### config.mk
export PLATFORM = sky130hd
export DESIGN_NAME = packet_framer_crc16_top
export DESIGN_NICKNAME = d
export VERILOG_FILES = /design/src/design/pfc_pkg.sv /design/src/design/packet_framer_crc16_top.sv /design/src/design/pfc_seq.sv /design/src/design/pfc_out_stage.sv
export SDC_FILE = /design/constraint.sdc
export NUM_CORES = 1
export LEC_CHECK = 0
export ABC_AREA = 1
export BUFFER_PORTS_ARGS = -buffer_cell sky130_fd_sc_hd__buf_2
export CAP_MARGIN = 20
export CORE_MARGIN = 10
export CORE_UTILIZATION = 45
export DETAILED_ROUTE_END_ITERATION = 6
export GPL_ROUTABILITY_DRIVEN = 0
export PLACE_DENSITY = 0.7
export SYNTH_ARGS = -nofsm -noshare
export SYNTH_HDL_FRONTEND = slang
export SYNTH_SLANG_ARGS = --single-unit
### constraint.sdc
create_clock -name clk -period 5.9 [get_ports clk]
set_input_delay 0.59 -clock clk [delete_from_list [all_inputs] [get_ports clk]]
set_output_delay 0.59 -clock clk [all_outputs]
set_load 0.02 [all_outputs]
### src/design/pfc_pkg.sv
// ----------------------------------------------------------------------------
// pfc_pkg: shared types, constants and a function for the packet framer
// Holds the byte-sequencer phase encoding, the beat and status structs
// passed between modules, and the byte-wide CRC-16 update.
// ----------------------------------------------------------------------------
package pfc_pkg;

  // CRC-16 polynomial and top bit for the MSB-first shift.
  localparam logic [15:0] CRC_POLY = 16'h1021;
  localparam logic [15:0] CRC_MSB  = 16'h8000;

  // Control byte sent as the third byte of every header.
  localparam logic [7:0] CTRL_BYTE = 8'h01;

  // Configuration register indexes.
  localparam int unsigned CFG_IDX_W = 1;
  localparam logic [CFG_IDX_W-1:0] REG_HEADER_FIRST  = 1'b0;
  localparam logic [CFG_IDX_W-1:0] REG_HEADER_SECOND = 1'b1;

  // Reset values of the sync bytes.
  localparam logic [7:0] HEADER_FIRST_RST  = 8'h55;
  localparam logic [7:0] HEADER_SECOND_RST = 8'h66;

  // Which byte of the frame the sequencer sends next for the held request.
  typedef enum logic [3:0] {
    PH_START,
    PH_H0,
    PH_H1,
    PH_H2,
    PH_H3,
    PH_H4,
    PH_H5,
    PH_H6,
    PH_H7,
    PH_PAY,
    PH_CRCL,
    PH_CRCH
  } pfc_phase_t;

  // One output byte on its way to the output register.
  typedef struct packed {
    logic [7:0] data;
    logic       last;
  } pfc_beat_t;

  // Sequencer status seen by the top level.
  typedef struct packed {
    logic item_busy;
    logic in_frame;
    logic rem_zero;
  } pfc_status_t;

  // Feeds one byte into the CRC, MSB first.
  function automatic logic [15:0] crc_feed(input logic [15:0] crc, input logic [7:0] b);
    logic [15:0] c;
    c = crc ^ {b, 8'h00};
    for (int i = 0; i < 8; i++) begin
      if ((c & CRC_MSB) != 16'h0000) begin
        c = {c[14:0], 1'b0} ^ CRC_POLY;
      end else begin
        c = {c[14:0], 1'b0};
      end
    end
    return c;
  endfunction

endpackage

### src/design/packet_framer_crc16_top.sv
// ----------------------------------------------------------------------------
// packet_framer_crc16_top: length-prefixed frame encoder with CRC-16 trailer
// Turns requests into the bytes of framed packets on a byte stream.
// ----------------------------------------------------------------------------
// Usage:
//   The input channel (in_valid / in_stall) carries one request per payload
//   byte. The first request of a frame also carries command_id,
//   sequence_number and payload_length; a frame with zero length takes one
//   request. The output channel (out_valid / out_stall) carries the frame
//   bytes, with frame_last set on the CRC high byte. A request passes the
//   request register and then the output register before its first byte
//   shows. The sequencer sends one byte per cycle while the receiver takes
//   them; the first request of a frame also sends the header bytes, and the
//   last one the two CRC bytes, during which in_stall is high.
//   The sync bytes are written through cfg_write / cfg_index / cfg_data.
//   Reset returns the sync bytes to 0x55 and 0x66, empties both registers
//   and waits for a frame start. While the receiver stalls, the output byte
//   holds and the sequencer stops, which in turn stalls the input.
// ----------------------------------------------------------------------------
module packet_framer_crc16_top
  import pfc_pkg::*;
(
  input  logic                 clk,
  input  logic                 rst,
  input  logic                 in_valid,
  output logic                 in_stall,
  input  logic [7:0]           command_id,
  input  logic [15:0]          sequence_number,
  input  logic [15:0]          payload_length,
  input  logic [7:0]           payload_byte,
  output logic                 out_valid,
  input  logic                 out_stall,
  output logic [7:0]           out_byte,
  output logic                 frame_last,
  input  logic                 cfg_write,
  input  logic [CFG_IDX_W-1:0] cfg_index,
  input  logic [7:0]           cfg_data
);

  logic [7:0]  header_first;
  logic [7:0]  header_second;
  logic        beat_valid;
  logic        beat_ready;
  pfc_beat_t   beat;
  pfc_status_t status;

  // Sync byte registers.
  always_ff @(posedge clk) begin
    if (rst) begin
      header_first  <= HEADER_FIRST_RST;
      header_second <= HEADER_SECOND_RST;
    end else if (cfg_write) begin
      unique case (cfg_index)
        REG_HEADER_FIRST:  header_first  <= cfg_data;
        REG_HEADER_SECOND: header_second <= cfg_data;
        default: ;
      endcase
    end
  end

  pfc_seq u_seq (
    .clk             (clk),
    .rst             (rst),
    .in_valid        (in_valid),
    .in_stall        (in_stall),
    .command_id      (command_id),
    .sequence_number (sequence_number),
    .payload_length  (payload_length),
    .payload_byte    (payload_byte),
    .hdr_first       (header_first),
    .hdr_second      (header_second),
    .beat_valid      (beat_valid),
    .beat            (beat),
    .beat_ready      (beat_ready),
    .status          (status)
  );

  pfc_out_stage u_out (
    .clk        (clk),
    .rst        (rst),
    .beat_valid (beat_valid),
    .beat       (beat),
    .beat_ready (beat_ready),
    .out_valid  (out_valid),
    .out_stall  (out_stall),
    .out_byte   (out_byte),
    .frame_last (frame_last)
  );

  // A shown CRC high byte means the frame has already been closed.
  a_last_closes_frame: assert property (@(posedge clk) disable iff (rst)
    out_valid && frame_last |-> !status.in_frame)
    else $error("frame still open while its last byte is shown");

  // Outside a frame no payload count is left over.
  a_idle_count_clear: assert property (@(posedge clk) disable iff (rst)
    !status.in_frame |-> status.rem_zero)
    else $error("payload count not cleared outside a frame");

  // The input is only held off while a request is being sent.
  a_stall_needs_item: assert property (@(posedge clk) disable iff (rst)
    in_stall |-> status.item_busy)
    else $error("input stalled with no request held");

endmodule

### src/design/pfc_seq.sv
// ----------------------------------------------------------------------------
// pfc_seq: request register and frame byte sequencer
// Holds one input request and sends its bytes one per cycle while the output
// takes them: the header on the first request of a frame, then the payload
// byte (none for an empty frame), then the CRC when the frame ends.
// ----------------------------------------------------------------------------
module pfc_seq
  import pfc_pkg::*;
(
  input  logic        clk,
  input  logic        rst,
  input  logic        in_valid,
  output logic        in_stall,
  input  logic [7:0]  command_id,
  input  logic [15:0] sequence_number,
  input  logic [15:0] payload_length,
  input  logic [7:0]  payload_byte,
  input  logic [7:0]  hdr_first,
  input  logic [7:0]  hdr_second,
  output logic        beat_valid,
  output pfc_beat_t   beat,
  input  logic        beat_ready,
  output pfc_status_t status
);

  // Held request.
  logic        item_valid;
  logic [7:0]  item_cmd;
  logic [15:0] item_seq;
  logic [15:0] item_len;
  logic [7:0]  item_pb;

  // Frame state.
  pfc_phase_t  phase;
  pfc_phase_t  phase_next;
  pfc_phase_t  cur_phase;
  logic [15:0] running_crc;
  logic [15:0] bytes_remaining;
  logic [15:0] rem_dec;
  logic        in_frame;

  logic        emit;
  logic        item_done;
  logic        in_accept;

  // A fresh request starts with the header unless a frame is open.
  assign cur_phase = (phase == PH_START) ? (in_frame ? PH_PAY : PH_H0) : phase;
  assign rem_dec   = bytes_remaining - 16'd1;

  assign emit      = item_valid && beat_ready;
  assign item_done = emit && (phase_next == PH_START);
  assign in_stall  = item_valid && !item_done;
  assign in_accept = in_valid && !in_stall;

  // Next phase after the byte sent in this cycle.
  always_comb begin
    unique case (cur_phase)
      PH_H0:   phase_next = PH_H1;
      PH_H1:   phase_next = PH_H2;
      PH_H2:   phase_next = PH_H3;
      PH_H3:   phase_next = PH_H4;
      PH_H4:   phase_next = PH_H5;
      PH_H5:   phase_next = PH_H6;
      PH_H6:   phase_next = PH_H7;
      PH_H7:   phase_next = (item_len == 16'd0) ? PH_CRCL : PH_PAY;
      PH_PAY:  phase_next = (rem_dec == 16'd0) ? PH_CRCL : PH_START;
      PH_CRCL: phase_next = PH_CRCH;
      PH_CRCH: phase_next = PH_START;
      default: phase_next = PH_START;
    endcase
  end

  // Byte sent in the current phase.
  always_comb begin
    beat.last = 1'b0;
    unique case (cur_phase)
      PH_H0:   beat.data = hdr_first;
      PH_H1:   beat.data = hdr_second;
      PH_H2:   beat.data = CTRL_BYTE;
      PH_H3:   beat.data = item_len[7:0];
      PH_H4:   beat.data = item_len[15:8];
      PH_H5:   beat.data = item_seq[7:0];
      PH_H6:   beat.data = item_seq[15:8];
      PH_H7:   beat.data = item_cmd;
      PH_PAY:  beat.data = item_pb;
      PH_CRCL: beat.data = running_crc[7:0];
      PH_CRCH: begin
        beat.data = running_crc[15:8];
        beat.last = 1'b1;
      end
      default: beat.data = 8'h00;
    endcase
  end

  assign beat_valid = item_valid;

  // Request register.
  always_ff @(posedge clk) begin
    if (rst) begin
      item_valid <= 1'b0;
    end else if (in_accept) begin
      item_valid <= 1'b1;
    end else if (item_done) begin
      item_valid <= 1'b0;
    end
  end

  always_ff @(posedge clk) begin
    if (in_accept) begin
      item_cmd <= command_id;
      item_seq <= sequence_number;
      item_len <= payload_length;
      item_pb  <= payload_byte;
    end
  end

  // Phase moves per byte; CRC over header and payload; count per payload byte.
  always_ff @(posedge clk) begin
    if (rst) begin
      phase           <= PH_START;
      running_crc     <= 16'h0000;
      bytes_remaining <= 16'd0;
      in_frame        <= 1'b0;
    end else begin
      if (in_accept) begin
        phase <= PH_START;
      end else if (emit) begin
        phase <= phase_next;
      end
      if (emit) begin
        case (cur_phase)
          PH_H0: begin
            running_crc <= crc_feed(16'h0000, beat.data);
          end
          PH_H7: begin
            running_crc <= crc_feed(running_crc, beat.data);
            if (item_len != 16'd0) begin
              bytes_remaining <= item_len;
              in_frame        <= 1'b1;
            end
          end
          PH_PAY: begin
            running_crc     <= crc_feed(running_crc, beat.data);
            bytes_remaining <= rem_dec;
          end
          PH_CRCL: begin
            running_crc <= running_crc;
          end
          PH_CRCH: begin
            running_crc     <= 16'h0000;
            bytes_remaining <= 16'd0;
            in_frame        <= 1'b0;
          end
          default: begin
            running_crc <= crc_feed(running_crc, beat.data);
          end
        endcase
      end
    end
  end

  assign status.item_busy = item_valid;
  assign status.in_frame  = in_frame;
  assign status.rem_zero  = (bytes_remaining == 16'd0);

endmodule

### src/design/pfc_out_stage.sv
// ----------------------------------------------------------------------------
// pfc_out_stage: output register of the framer
// Holds one byte for the receiver and takes the next byte in the cycle the
// held one is taken, so the sequencer keeps running while output is free.
// ----------------------------------------------------------------------------
module pfc_out_stage
  import pfc_pkg::*;
(
  input  logic       clk,
  input  logic       rst,
  input  logic       beat_valid,
  input  pfc_beat_t  beat,
  output logic       beat_ready,
  output logic       out_valid,
  input  logic       out_stall,
  output logic [7:0] out_byte,
  output logic       frame_last
);

  assign beat_ready = !out_valid || !out_stall;

  // Valid flag of the output register.
  always_ff @(posedge clk) begin
    if (rst) begin
      out_valid <= 1'b0;
    end else if (beat_valid && beat_ready) begin
      out_valid <= 1'b1;
    end else if (!out_stall) begin
      out_valid <= 1'b0;
    end
  end

  // Output byte and end-of-frame mark.
  always_ff @(posedge clk) begin
    if (beat_valid && beat_ready) begin
      out_byte   <= beat.data;
      frame_last <= beat.last;
    end
  end

endmodule

==> metrics.cfg <==
[outcome]
status = completed

[grt]
grt_pass1_vias = 5006
antenna_found_initial = 0
grt_usage = 0.170
grt_pass1_wl_mm = 25.4
grt_max_degree = 49
grt_overflow = 0

[worst_setup_path]
reg2reg_from = u_seq.phase[2]
cp.required_ns = 5.31
reg2reg_depth = 12
r2r_end = u_seq.item_pb[3]
endpoint = in_stall
cp_max_fo = 31
critPathArrivalTime_ns = 2.82
endpoint_kind = primary output
reg2reg_slack_ns = 2.70
setup.worst_path.start = u_seq.phase[2]
criticalPathCategory = reg2out
cp-start-kind = flop

[logic_synthesis]
synth_top_area_share = 0.274
yosys_warnings = 0
syn_area_per_cell_um2 = 7.76
synth_area_um2 = 6240
synth.distinct_cells = 44
synth-compound-area-share = 0.106
synth-adder-area-share = 0.00401
ys_ff_latch = 112
synth-simple-area-share = 0.340
synth_xor_area_frac = 0.0197
synthTopCellsByArea = edfxtp_1, dfxtp_1, nand2_1, inv_1, nor2_1
syn-instance-count = 804
synth_nets = 868
synthMuxAreaShare = 0
synth_area_leader_cell = edfxtp_1
synth_top_family_by_area = simple AND/OR/NAND/NOR gates
ys_seq_area_frac = 0.451

[cts]
clock-sinks = 112
clk_latency_ns = 0.35
cts_buffers = 9
postCtsSetupRepairBufs = 0
clk_pin_slew_ns = 0.07
cts_tree = built
cts.repair.resized = 0
htree_levels = 3
cts-root-buf = clkbuf_16
cts_hold_repair.buffers = 0
clockBufferDepth = 2

[routing]
avgRoutedWirePerCell_um = 15.2
drtPass1Iterations = 5
vias = 5441
viasPerCell = 5.19
drc = 0
wl_mm = 15.9
drtIter0Drc = 453
drtAntennaViolNets = 0

[flow_run]
maxCapViolCount = 0

[finish]
syn2layout_area_growth_pct = 11.9
finish.net_count = 931
drive_gt1_frac = 0.187
nFillCells = 1289
seqCellArea_um2 = 2810
layout.cells.non_filler = 1048
diodes = 0
final_core_util = 0.521
multi_input_area_um2 = 2930

[die]
rows = 42
die_w_um = 138
core_um2 = 13400
fp.dieH_um = 138
pin_count = 73
die-area_um2 = 19000
initial_core_util = 0.466

[timing]
whs_ns = 0.406
period_share = 0.577
rsz0062_at_grt = false
fmaxAchievable_ghz = 0.294
fin_skew_ns = 0.00595
worst_pin_slew_ns = 0.980
fin_setup_tns_ns = 0
finalHoldViolCount = 0
slew_viol_final = 0
relSlewSlack = 0.347
period_minus_slack_ns = 3.41
setup_viol = 0

[pwr]
p_leak_nw = 3.21
p_switching_mw = 0.571
pwr-share-comb = 0.195
power.density_nw_per_um2 = 267
clkPwrFrac = 0.315
seq_power_share = 0.490
intPower_mw = 1.30
p_total_mw = 1.87
peakVddDrop_mv = 0.181
sw_frac_of_total = 0.306

[min_path]
hp-class = in2reg

[placement]
io_buffers = 72
placed_cells = 1032
dp_hpwl_mm = 12.0

power groups by stage:
| stage | logic, mW | clock network [mW] | registers [mW] |
|---|---|---|---|
| 4_1_cts | 0.362 | 0.598 | 0.915 |
| 6_report | 0.364 | 0.588 | 0.915 |
| 3_5_place_dp | 0.361 | 0 | 0.932 |
| 3_3_place_gp | 0.356 | 0 | 0.932 |
| 5_1_grt | 0.410 | 0.632 | 0.921 |
| 2_1_floorplan | 0.263 | 0 | 0.926 |
state kept, by name, summed over array words and instances (netlist names):
| name | count |
|---|---|
| header_first | 8 |
| u_seq.item_len | 16 |
| u_seq.bytes_remaining | 16 |
| u_seq.item_seq | 16 |
| u_seq.beat_valid | 1 |
| u_out.frame_last | 1 |
| u_out.out_valid | 1 |
| header_second | 8 |
| u_seq.in_frame | 1 |
| u_seq.item_pb | 8 |
| u_out.out_byte | 8 |
| u_seq.running_crc | 16 |
| u_seq.item_cmd | 8 |
| u_seq.phase | 4 |
layer usage:
layer / global-route usage / routed length, um / part of all wire
met5: 0 / 0 / 0
met3: 0.0379 / 1060 / 0.067
met2: 0.251 / 6870 / 0.43
met1: 0.237 / 7560 / 0.47
met4: 0.0655 / 432 / 0.027
worst min-delay path by stage:
| stage | startpoint | endpoint | slack, ns | depth (start not counted) |
|---|---|---|---|---|
| floorplan | header_first[2] | header_first[2] | 0.43 | 2 |
| global placement | header_first[2] | header_first[2] | 0.44 | 2 |
| detailed placement | header_first[2] | header_first[2] | 0.44 | 2 |
| CTS | sequence_number[8] | u_seq.item_seq[8] | 0.40 | 1 |
| global route | sequence_number[10] | u_seq.item_seq[10] | 0.39 | 1 |
| finish | sequence_number[4] | u_seq.item_seq[4] | 0.41 | 1 |
worst max-delay path, cell delays in order, from the launching register on:
cell and delay, ns:
dfxtp_1 0.44, inv_2 0.48, nand2_2 0.12, a21oi_4 0.23, nand3_4 0.24, nor2_1 0.17, nand3_1 0.07, nor2_1 0.09
nand3_1 0.13, nand4_1 0.11, nand2_1 0.09, inv_1 0.09, buf_2 0.17
final cells by class:
class | count | share of cell area
timing repair buffer | 74 | 0.0537
tap | 176 | 0.0315
clock buffer | 11 | 0.0348
clock inverter | 5 | 0.00591
inverter | 95 | 0.0514
sequential | 112 | 0.403
multi-input combinational | 575 | 0.420
synth_stat cells (all sizes together):
cell type and count:
dfxtp 55, clkbuf 13, o21ai 49, nand3 67
nand3b 5, nand4 32, nor2 106, nand2 224
a22oi 1, o22ai 6, inv 94, nor3 5
xnor2 1, edfxtp 57, ha 2, o211ai 4
o221a 1, a221oi 1, clkinv 1, nor4 4
xor2 13, o21bai 5, buf 9, o2111ai 1
a21oi 46, a31oi 2
layout by cell type (no fill, tap or decap), types with 17 or more instances in the layout:
| cell | count |
|---|---|
| nand2_1 | 195 |
| inv_1 | 86 |
| nor2_1 | 85 |
| buf_2 | 72 |
| nand3_1 | 63 |
| edfxtp_1 | 57 |
| dfxtp_1 | 55 |
| o21ai_0 | 45 |
| a21oi_1 | 40 |
| nand4_1 | 28 |
| nand2_2 | 23 |
| nor2_2 | 17 |
metrics by stage:
stage          worst slack [ns]  instance area, um^2
6_report                   2.49                 6980
5_1_grt                    2.23                 6980
4_1_cts                    2.51                 6980
3_5_place_dp               2.59                 6700
3_3_place_gp               2.67                 6700
2_1_floorplan              2.69                 6240
logic make-up (layout without fill, tap and decap cells):
| kind of cell | after synthesis | after routing |
|---|---|---|
| xor+xnor | 14 | 14 |
| simple gates | 443 | 443 |
| compound gates | 116 | 116 |
| flops | 112 | 112 |
| fa+ha+maj | 2 | 2 |
| buf+inv | 117 | 185 |
No activity file was read; power rests on OpenSTA's default activity.
